==> src/rtl/tcpq_pkg.sv <==
// Shared types and codes for the two-class priority queue.
// No dependencies; used by tcpq_store and two_class_priority_queue.
`timescale 1ns / 1ps
`default_nettype none

package tcpq_pkg;

    // Fixed widths of the port fields
    localparam int TAG_PORT_W = 32;
    localparam int CNT_PORT_W = 5;
    localparam int POS_PORT_W = 5;

    // Request codes
    localparam logic [1:0] REQ_ADD    = 2'd0;
    localparam logic [1:0] REQ_POP    = 2'd1;
    localparam logic [1:0] REQ_REMOVE = 2'd2;

    // Status codes
    localparam logic [1:0] STAT_OK     = 2'd0;
    localparam logic [1:0] STAT_EMPTY  = 2'd1;
    localparam logic [1:0] STAT_NO_POS = 2'd2;
    localparam logic [1:0] STAT_FULL   = 2'd3;

    // One request word
    typedef struct packed {
        logic [1:0]            req_type;
        logic [TAG_PORT_W-1:0] entry_tag;
        logic                  is_priority;
        logic [POS_PORT_W-1:0] position;
    } t_req;

    // One result word
    typedef struct packed {
        logic [1:0]            status;
        logic [TAG_PORT_W-1:0] popped_tag;
        logic [CNT_PORT_W-1:0] entry_count;
        logic [CNT_PORT_W-1:0] priority_count;
    } t_result;

endpackage

`default_nettype wire

==> src/rtl/tcpq_store.sv <==
// Shift-capable entry array with entry and priority counts.
// Computes one request's result in the same cycle; depends on tcpq_pkg.
`timescale 1ns / 1ps
`default_nettype none

module tcpq_store #(
    parameter int DEPTH     = 16,
    parameter int TAG_WIDTH = 32
) (
    input  wire logic             i_clk,
    input  wire logic             i_rst_n,
    input  wire logic             i_req_en,
    input  wire tcpq_pkg::t_req   i_req,
    output tcpq_pkg::t_result     o_result
);

    localparam int CW = $clog2(DEPTH + 1);
    localparam int PW = (CW > tcpq_pkg::POS_PORT_W) ? CW : tcpq_pkg::POS_PORT_W;
    localparam logic [CW-1:0] FULL_COUNT = CW'(DEPTH);

    logic [TAG_WIDTH-1:0] r_entry [DEPTH];
    logic [TAG_WIDTH-1:0] n_entry [DEPTH];
    logic [CW-1:0]        r_count, n_count;
    logic [CW-1:0]        r_prio, n_prio;
    logic                 n_we;

    logic [TAG_WIDTH-1:0] add_tag;
    logic [CW-1:0]        add_slot;
    logic [CW-1:0]        rm_slot;
    logic [PW-1:0]        pos_ext;
    logic [PW-1:0]        cnt_ext;

    assign add_tag  = TAG_WIDTH'(i_req.entry_tag);
    assign add_slot = i_req.is_priority ? r_prio : r_count;
    assign pos_ext  = PW'(i_req.position);
    assign cnt_ext  = PW'(r_count);
    assign rm_slot  = CW'(pos_ext - PW'(1));

    // Next state and result for the presented request
    always_comb begin
        n_entry  = r_entry;
        n_count  = r_count;
        n_prio   = r_prio;
        n_we     = 1'b0;
        o_result = '0;
        o_result.status = tcpq_pkg::STAT_OK;
        case (i_req.req_type)
            tcpq_pkg::REQ_ADD: begin
                if (r_count == FULL_COUNT) begin
                    o_result.status = tcpq_pkg::STAT_FULL;
                end else begin
                    n_we    = 1'b1;
                    n_count = r_count + CW'(1);
                    if (i_req.is_priority) begin
                        n_prio = r_prio + CW'(1);
                    end
                    // open a gap at the slot, entries behind it move back one
                    for (int k = 0; k < DEPTH; k++) begin
                        if (CW'(k) == add_slot) begin
                            n_entry[k] = add_tag;
                        end else if (k > 0 && CW'(k) > add_slot && CW'(k) <= r_count) begin
                            n_entry[k] = r_entry[(k > 0) ? k - 1 : 0];
                        end
                    end
                end
            end
            tcpq_pkg::REQ_POP: begin
                if (r_count == '0) begin
                    o_result.status = tcpq_pkg::STAT_EMPTY;
                end else begin
                    n_we    = 1'b1;
                    n_count = r_count - CW'(1);
                    o_result.popped_tag = tcpq_pkg::TAG_PORT_W'(r_entry[0]);
                    if (r_prio != '0) begin
                        n_prio = r_prio - CW'(1);
                    end
                    // everything moves forward one
                    for (int k = 0; k < DEPTH; k++) begin
                        if (k + 1 < DEPTH) begin
                            n_entry[k] = r_entry[(k + 1 < DEPTH) ? k + 1 : k];
                        end
                    end
                end
            end
            tcpq_pkg::REQ_REMOVE: begin
                if (pos_ext == '0 || pos_ext > cnt_ext) begin
                    o_result.status = tcpq_pkg::STAT_NO_POS;
                end else begin
                    n_we    = 1'b1;
                    n_count = r_count - CW'(1);
                    if (rm_slot < r_prio) begin
                        n_prio = r_prio - CW'(1);
                    end
                    // close the gap at the removed slot
                    for (int k = 0; k < DEPTH; k++) begin
                        if (k + 1 < DEPTH && CW'(k) >= rm_slot) begin
                            n_entry[k] = r_entry[(k + 1 < DEPTH) ? k + 1 : k];
                        end
                    end
                end
            end
            default: begin
                // unused code: no change, status ok
            end
        endcase
        o_result.entry_count    = tcpq_pkg::CNT_PORT_W'(n_count);
        o_result.priority_count = tcpq_pkg::CNT_PORT_W'(n_prio);
    end

    // Counters
    always_ff @(posedge i_clk) begin
        if (!i_rst_n) begin
            r_count <= '0;
            r_prio  <= '0;
        end else if (i_req_en) begin
            r_count <= n_count;
            r_prio  <= n_prio;
        end
    end

    // Entry array, no reset
    always_ff @(posedge i_clk) begin
        if (i_req_en && n_we) begin
            r_entry <= n_entry;
        end
    end

    // Checks
    a_prio_le_count: assert property (@(posedge i_clk) disable iff (!i_rst_n)
        r_prio <= r_count)
        else $error("priority count exceeds entry count");

    a_count_le_depth: assert property (@(posedge i_clk) disable iff (!i_rst_n)
        r_count <= FULL_COUNT)
        else $error("entry count exceeds depth");

    a_pop_dec: assert property (@(posedge i_clk) disable iff (!i_rst_n)
        i_req_en && i_req.req_type == tcpq_pkg::REQ_POP && r_count != '0
        |=> r_count == $past(r_count) - CW'(1))
        else $error("pop did not drop entry count");

    a_full_hold: assert property (@(posedge i_clk) disable iff (!i_rst_n)
        i_req_en && i_req.req_type == tcpq_pkg::REQ_ADD && r_count == FULL_COUNT
        |=> r_count == FULL_COUNT && $stable(r_prio))
        else $error("add to full store changed counts");

endmodule

`default_nettype wire

==> src/rtl/two_class_priority_queue.sv <==
// Two-class priority queue top level: request channel, store, result skid.
// Depends on tcpq_pkg and tcpq_store.
//
// Usage:
//   Request channel (i_in_valid / o_in_stall) carries add, pop or remove
//   words; a word is taken at a clock edge with i_in_valid high and
//   o_in_stall low. Every request gives exactly one result word on the
//   result channel (o_out_valid / i_out_stall), in request order.
//   The result is registered into the output register, or into the skid
//   register while the output stalls. Throughput: one request per cycle
//   while o_in_stall is low; the shift array and counts update when taken.
//   Priority adds land behind held priority entries, normal adds at the
//   tail; pop takes the head, remove closes the gap at a 1-based position.
//   When the receiver stalls, the output register holds its word and one
//   more result goes into a skid register; only then o_in_stall rises,
//   and it falls once the skid word moves to the output register.
//   Reset (synchronous, active low) empties the queue and drops any
//   pending result; the tag storage itself is not cleared.
`timescale 1ns / 1ps
`default_nettype none

module two_class_priority_queue #(
    parameter int DEPTH     = 16,
    parameter int TAG_WIDTH = 32
) (
    input  wire logic        i_clk,
    input  wire logic        i_rst_n,
    input  wire logic        i_in_valid,
    output logic             o_in_stall,
    input  wire logic [1:0]  i_req_type,
    input  wire logic [31:0] i_entry_tag,
    input  wire logic        i_is_priority,
    input  wire logic [4:0]  i_position,
    output logic             o_out_valid,
    input  wire logic        i_out_stall,
    output logic [1:0]       o_status,
    output logic [31:0]      o_popped_tag,
    output logic [4:0]       o_entry_count,
    output logic [4:0]       o_priority_count
);

    tcpq_pkg::t_req    req;
    tcpq_pkg::t_result result;
    logic              in_acc;

    logic              r_out_valid;
    logic              r_skid_valid;
    tcpq_pkg::t_result r_out;
    tcpq_pkg::t_result r_skid;
    logic              out_free;

    assign req.req_type    = i_req_type;
    assign req.entry_tag   = i_entry_tag;
    assign req.is_priority = i_is_priority;
    assign req.position    = i_position;

    assign o_in_stall = r_skid_valid;
    assign in_acc     = i_in_valid && !r_skid_valid;
    assign out_free   = !r_out_valid || !i_out_stall;

    tcpq_store #(
        .DEPTH     (DEPTH),
        .TAG_WIDTH (TAG_WIDTH)
    ) u_store (
        .i_clk    (i_clk),
        .i_rst_n  (i_rst_n),
        .i_req_en (in_acc),
        .i_req    (req),
        .o_result (result)
    );

    // Output register and skid valid bits
    always_ff @(posedge i_clk) begin
        if (!i_rst_n) begin
            r_out_valid  <= 1'b0;
            r_skid_valid <= 1'b0;
        end else if (out_free) begin
            r_out_valid  <= r_skid_valid || in_acc;
            r_skid_valid <= 1'b0;
        end else if (in_acc) begin
            r_skid_valid <= 1'b1;
        end
    end

    // Result words
    always_ff @(posedge i_clk) begin
        if (out_free) begin
            r_out <= r_skid_valid ? r_skid : result;
        end else if (in_acc) begin
            r_skid <= result;
        end
    end

    assign o_out_valid      = r_out_valid;
    assign o_status         = r_out.status;
    assign o_popped_tag     = r_out.popped_tag;
    assign o_entry_count    = r_out.entry_count;
    assign o_priority_count = r_out.priority_count;

    // Checks
    a_skid_needs_out: assert property (@(posedge i_clk) disable iff (!i_rst_n)
        r_skid_valid |-> r_out_valid)
        else $error("skid word without output word");

    a_skid_on_stall: assert property (@(posedge i_clk) disable iff (!i_rst_n)
        $rose(r_skid_valid) |-> $past(i_out_stall) && $past(r_out_valid))
        else $error("skid filled without a stalled output");

    a_out_held: assert property (@(posedge i_clk) disable iff (!i_rst_n)
        r_out_valid && i_out_stall |=> r_out_valid && $stable(r_out))
        else $error("stalled result word changed");

endmodule

`default_nettype wire

==> config.mk <==
export PLATFORM = sky130hd
export DESIGN_NAME = two_class_priority_queue
export DESIGN_NICKNAME = d
export VERILOG_FILES = /design/src/rtl/tcpq_pkg.sv /design/src/rtl/tcpq_store.sv /design/src/rtl/two_class_priority_queue.sv
export SDC_FILE = /design/constraint.sdc
export NUM_CORES = 1
export LEC_CHECK = 0
export BUFFER_PORTS_ARGS = -buffer_cell sky130_fd_sc_hd__buf_4
export CAP_MARGIN = 20
export CORE_ASPECT_RATIO = 0.6
export CORE_UTILIZATION = 40
export DETAILED_ROUTE_END_ITERATION = 10
export PLACE_DENSITY = 0.56
export SLEW_MARGIN = 20
export SYNTH_ARGS = -nofsm -noshare
export SYNTH_HDL_FRONTEND = slang
export SYNTH_SLANG_ARGS = --single-unit
==> constraint.sdc <==
create_clock -name i_clk -period 8.5 [get_ports i_clk]
set_input_delay 0.85 -clock i_clk [delete_from_list [all_inputs] [get_ports i_clk]]
set_output_delay 0.85 -clock i_clk [all_outputs]
set_load 0.01 [all_outputs]
==> flow_summary.yaml <==
floorplanning:
  die_area_um2: 80010
  dieHeight_um: 219.5
  ioPinCount: 90
  initial_core_util: 0.4054
  die_w_um: 364.5
  core_um2: 77790
  rows: 79
clock_network:
  cts_made_buffers: 58
  cts_tree: "built"
  insertion_delay_ps: 670
  cts_setup_buffers: 0
  clockRootBuffer: "clkbuf_16"
  clockBufferDepth: 3
  cts_sinks: 612
  cts.clk_slew.worst_paths_ps: 70
  ctsHoldBuffers: 0
  htreeDepth: 2
  ctsResizeCount: 0
setup_path:
  ff2ff_setup_slack_ps: 3980
  worstPathMaxFanout: 32
  worst-setup-path-type: "register to register"
  start_kind: "register"
  reg2regPathDepth: 8
  crit_arrival_ps: 4800
  rr_startpoint: "u_store.cnt_ext[4]"
  end_kind: "register"
  critPathRequiredTime_ps: 8780
  reg2reg_to: "u_store.r_entry[141]"
  crit_path_start: "u_store.cnt_ext[4]"
place:
  portBuffers: 89
  placed_cells: 3708
  gp_congestion: 0.8626
  post-dp-hpwl_um: 51770
route:
  wl_per_cell_um: 20.19
  drtAntennaViolNets: 0
  drt_drc_violations_left: 0
  drt_wl_total_um: 77000
  routed_via_density: 5.573
  vias: 21260
  drt_iter0_markers: 1692
  dr.pass1.iters: 7
global_route:
  grt_max_degree: 258
  grt_overflow: 0
  grt_pass1_vias: 23070
  antenna_found_initial: 0
  grt_pass1_wl_um: 124400
  grt_usage: 0.1925
worst_hold_path:
  hold_path_class: "register to register"
  worstHoldStart: "r_skid[4]"
  whs_endpoint: "o_priority_count[4]"
  min_path_cells: 2
synth:
  synth_area_um2: 31540
  syn-num-nets: 2819
  synth.most_common_cell: "edfxtp_1"
  ys.warnings.count: 0
  postSynthAreaPerCell_um2: 11.46
  ys.flop_type: "edfxtp_1"
  synth_top_cell_area_share: 0.5713
  synthTopCellsByCount: "edfxtp_1, nand2_1, mux2i_1"
  ys_ff_latch: 612
  synthArstFlopShare: 0
  synthTopCellsByArea: "edfxtp_1, mux2i_1, nand2_1, o21ai_1, mux2_2"
  seq_area_frac_synth: 0.5789
  synth_largest_area_cell: "edfxtp_1"
  syn_inst: 2752
  synth_edf_count: 600
  synth_cell_types: 84
power:
  p_int_uw: 5143
  cellPowerDensity_nw_per_um2: 199.2
  p_sw_frac: 0.2591
  pwr-share-comb: 0.121
  p_leak_uw: 0.01335
  clock_power_share: 0.365
  p_seq_frac: 0.515
  p_switching_uw: 1798
  ir_drop_uv: 207.3
cells_and_area:
  nets: 2783
  syn2layout_area_growth_pct: 10.51
  nFillCells: 7219
  antennaDiodeCount: 0
  stdcell_count: 3814
  layout-drive-gt1-share: 0.1217
timing:
  worstMarginPinSlew_ps: 1275
  hold_violations: 0
  setup_violations: 0
  fmax_mhz: 221.4
  slew_viol_final: 0
  clock_skew_ps: 54.66
  fin_crit_sh: 0.5315
  fin_crit_ps: 4518
  rsz0062_at_grt: "no"
  slew_headroom: 0.1503
  setup_tns_ps: 0
run:
  maxCapViolCount: 0
outcome:
  status: "finished, final reports clean"
## metal layers
metal	vias to the layer above	part of all wire	global-route usage
met5	-	0	0
li1	9983	-	-
met2	361	0.47	0.3242
met4	0	0.020	0.05238
met1	10800	0.48	0.2619
met3	114	0.032	0.02425
## sequential cells by signal, summed over array words and instances, names as in the netlist
name	count
u_store.r_entry	512
r_skid	44
o_popped_tag	32
o_entry_count	5
o_priority_count	5
u_store.cnt_ext	5
u_store.r_prio	5
o_status	2
o_in_stall	1
o_out_valid	1
## worst max-delay path, cell delays in order, from the launching register on
cell and delay (ps):
dfxtp_1 920, inv_1 230, ha_1 380, and4_4 200
a221o_1 390, o221a_4 350, a311oi_4 480, nand2_1 310
nor2_4 860
## cells in the final DEF (no fill, tap or decap), types with 16 or more instances in the layout
cell type	n
mux2i_1	451
inv_1	21
a21oi_1	26
nor2_1	33
and2_1	37
ha_1	22
clkbuf_16	58
edfxtp_1	600
nand3_1	16
clkbuf_1	17
nand2_1	548
mux2_2	71
buf_4	125
o21ai_1	392
o21ai_0	121
## stage by stage
stage / total power [uW] / area [um^2] / hold WS, ps / setup slack [ps] / utilization
after floorplan: 4186 / 31540 / 498.4 / 2994 / -
after global placement: 4449 / 33010 / 516.0 / 3970 / 0.4243
after detailed placement: 4475 / 33040 / 511.6 / 3931 / 0.4247
after CTS: 7017 / 34820 / 516.8 / 3940 / 0.4476
after global routing: 7236 / 34850 / 560.0 / 3733 / 0.4480
final: 6941 / 34850 / 525.1 / 3982 / 0.4480
## worst max path at each step
stage                                       to  slack, ps  cells after the start
final                     u_store.r_entry[141]       3980                      8
after global routing      u_store.r_entry[146]       3730                      8
after CTS                 u_store.r_entry[147]       3940                      8
after detailed placement  u_store.r_entry[133]       3930                      8
after global placement    u_store.r_entry[133]       3970                      8
after floorplan           u_store.r_entry[160]       2990                     10
## area by class of cell
cell class	instances	area, um^2	share of cell area
clock inverter	29	252.7	0.007252
timing repair buffer	129	1026	0.02944
sequential	612	18260	0.5238
tap	1053	1318	0.03780
multi-input combinational	1891	12380	0.3552
clock buffer	76	1529	0.04387
inverter	24	90.09	0.002585
## logic make-up after synthesis
group | after synthesis | share of synthesized area
AOI/OAI and AO/OA | 618 | 0.1083
xor gates and xnor gates | 10 | 0.002777
adders and majority gates | 23 | 0.009125
buffers and inverters | 249 | 0.03543
DFF | 612 | 0.5789
muxes | 524 | 0.1693
and+or+nand+nor | 716 | 0.09624
## power by group through the flow
stage	logic, uW	clock network [uW]	registers [uW]
finish	838	2530	3570
global route	936	2720	3580
CTS	841	2600	3570
detailed placement	839	0	3640
global placement	815	0	3630
floorplan	566	0	3620
No activity file was read; power rests on OpenSTA's default activity.
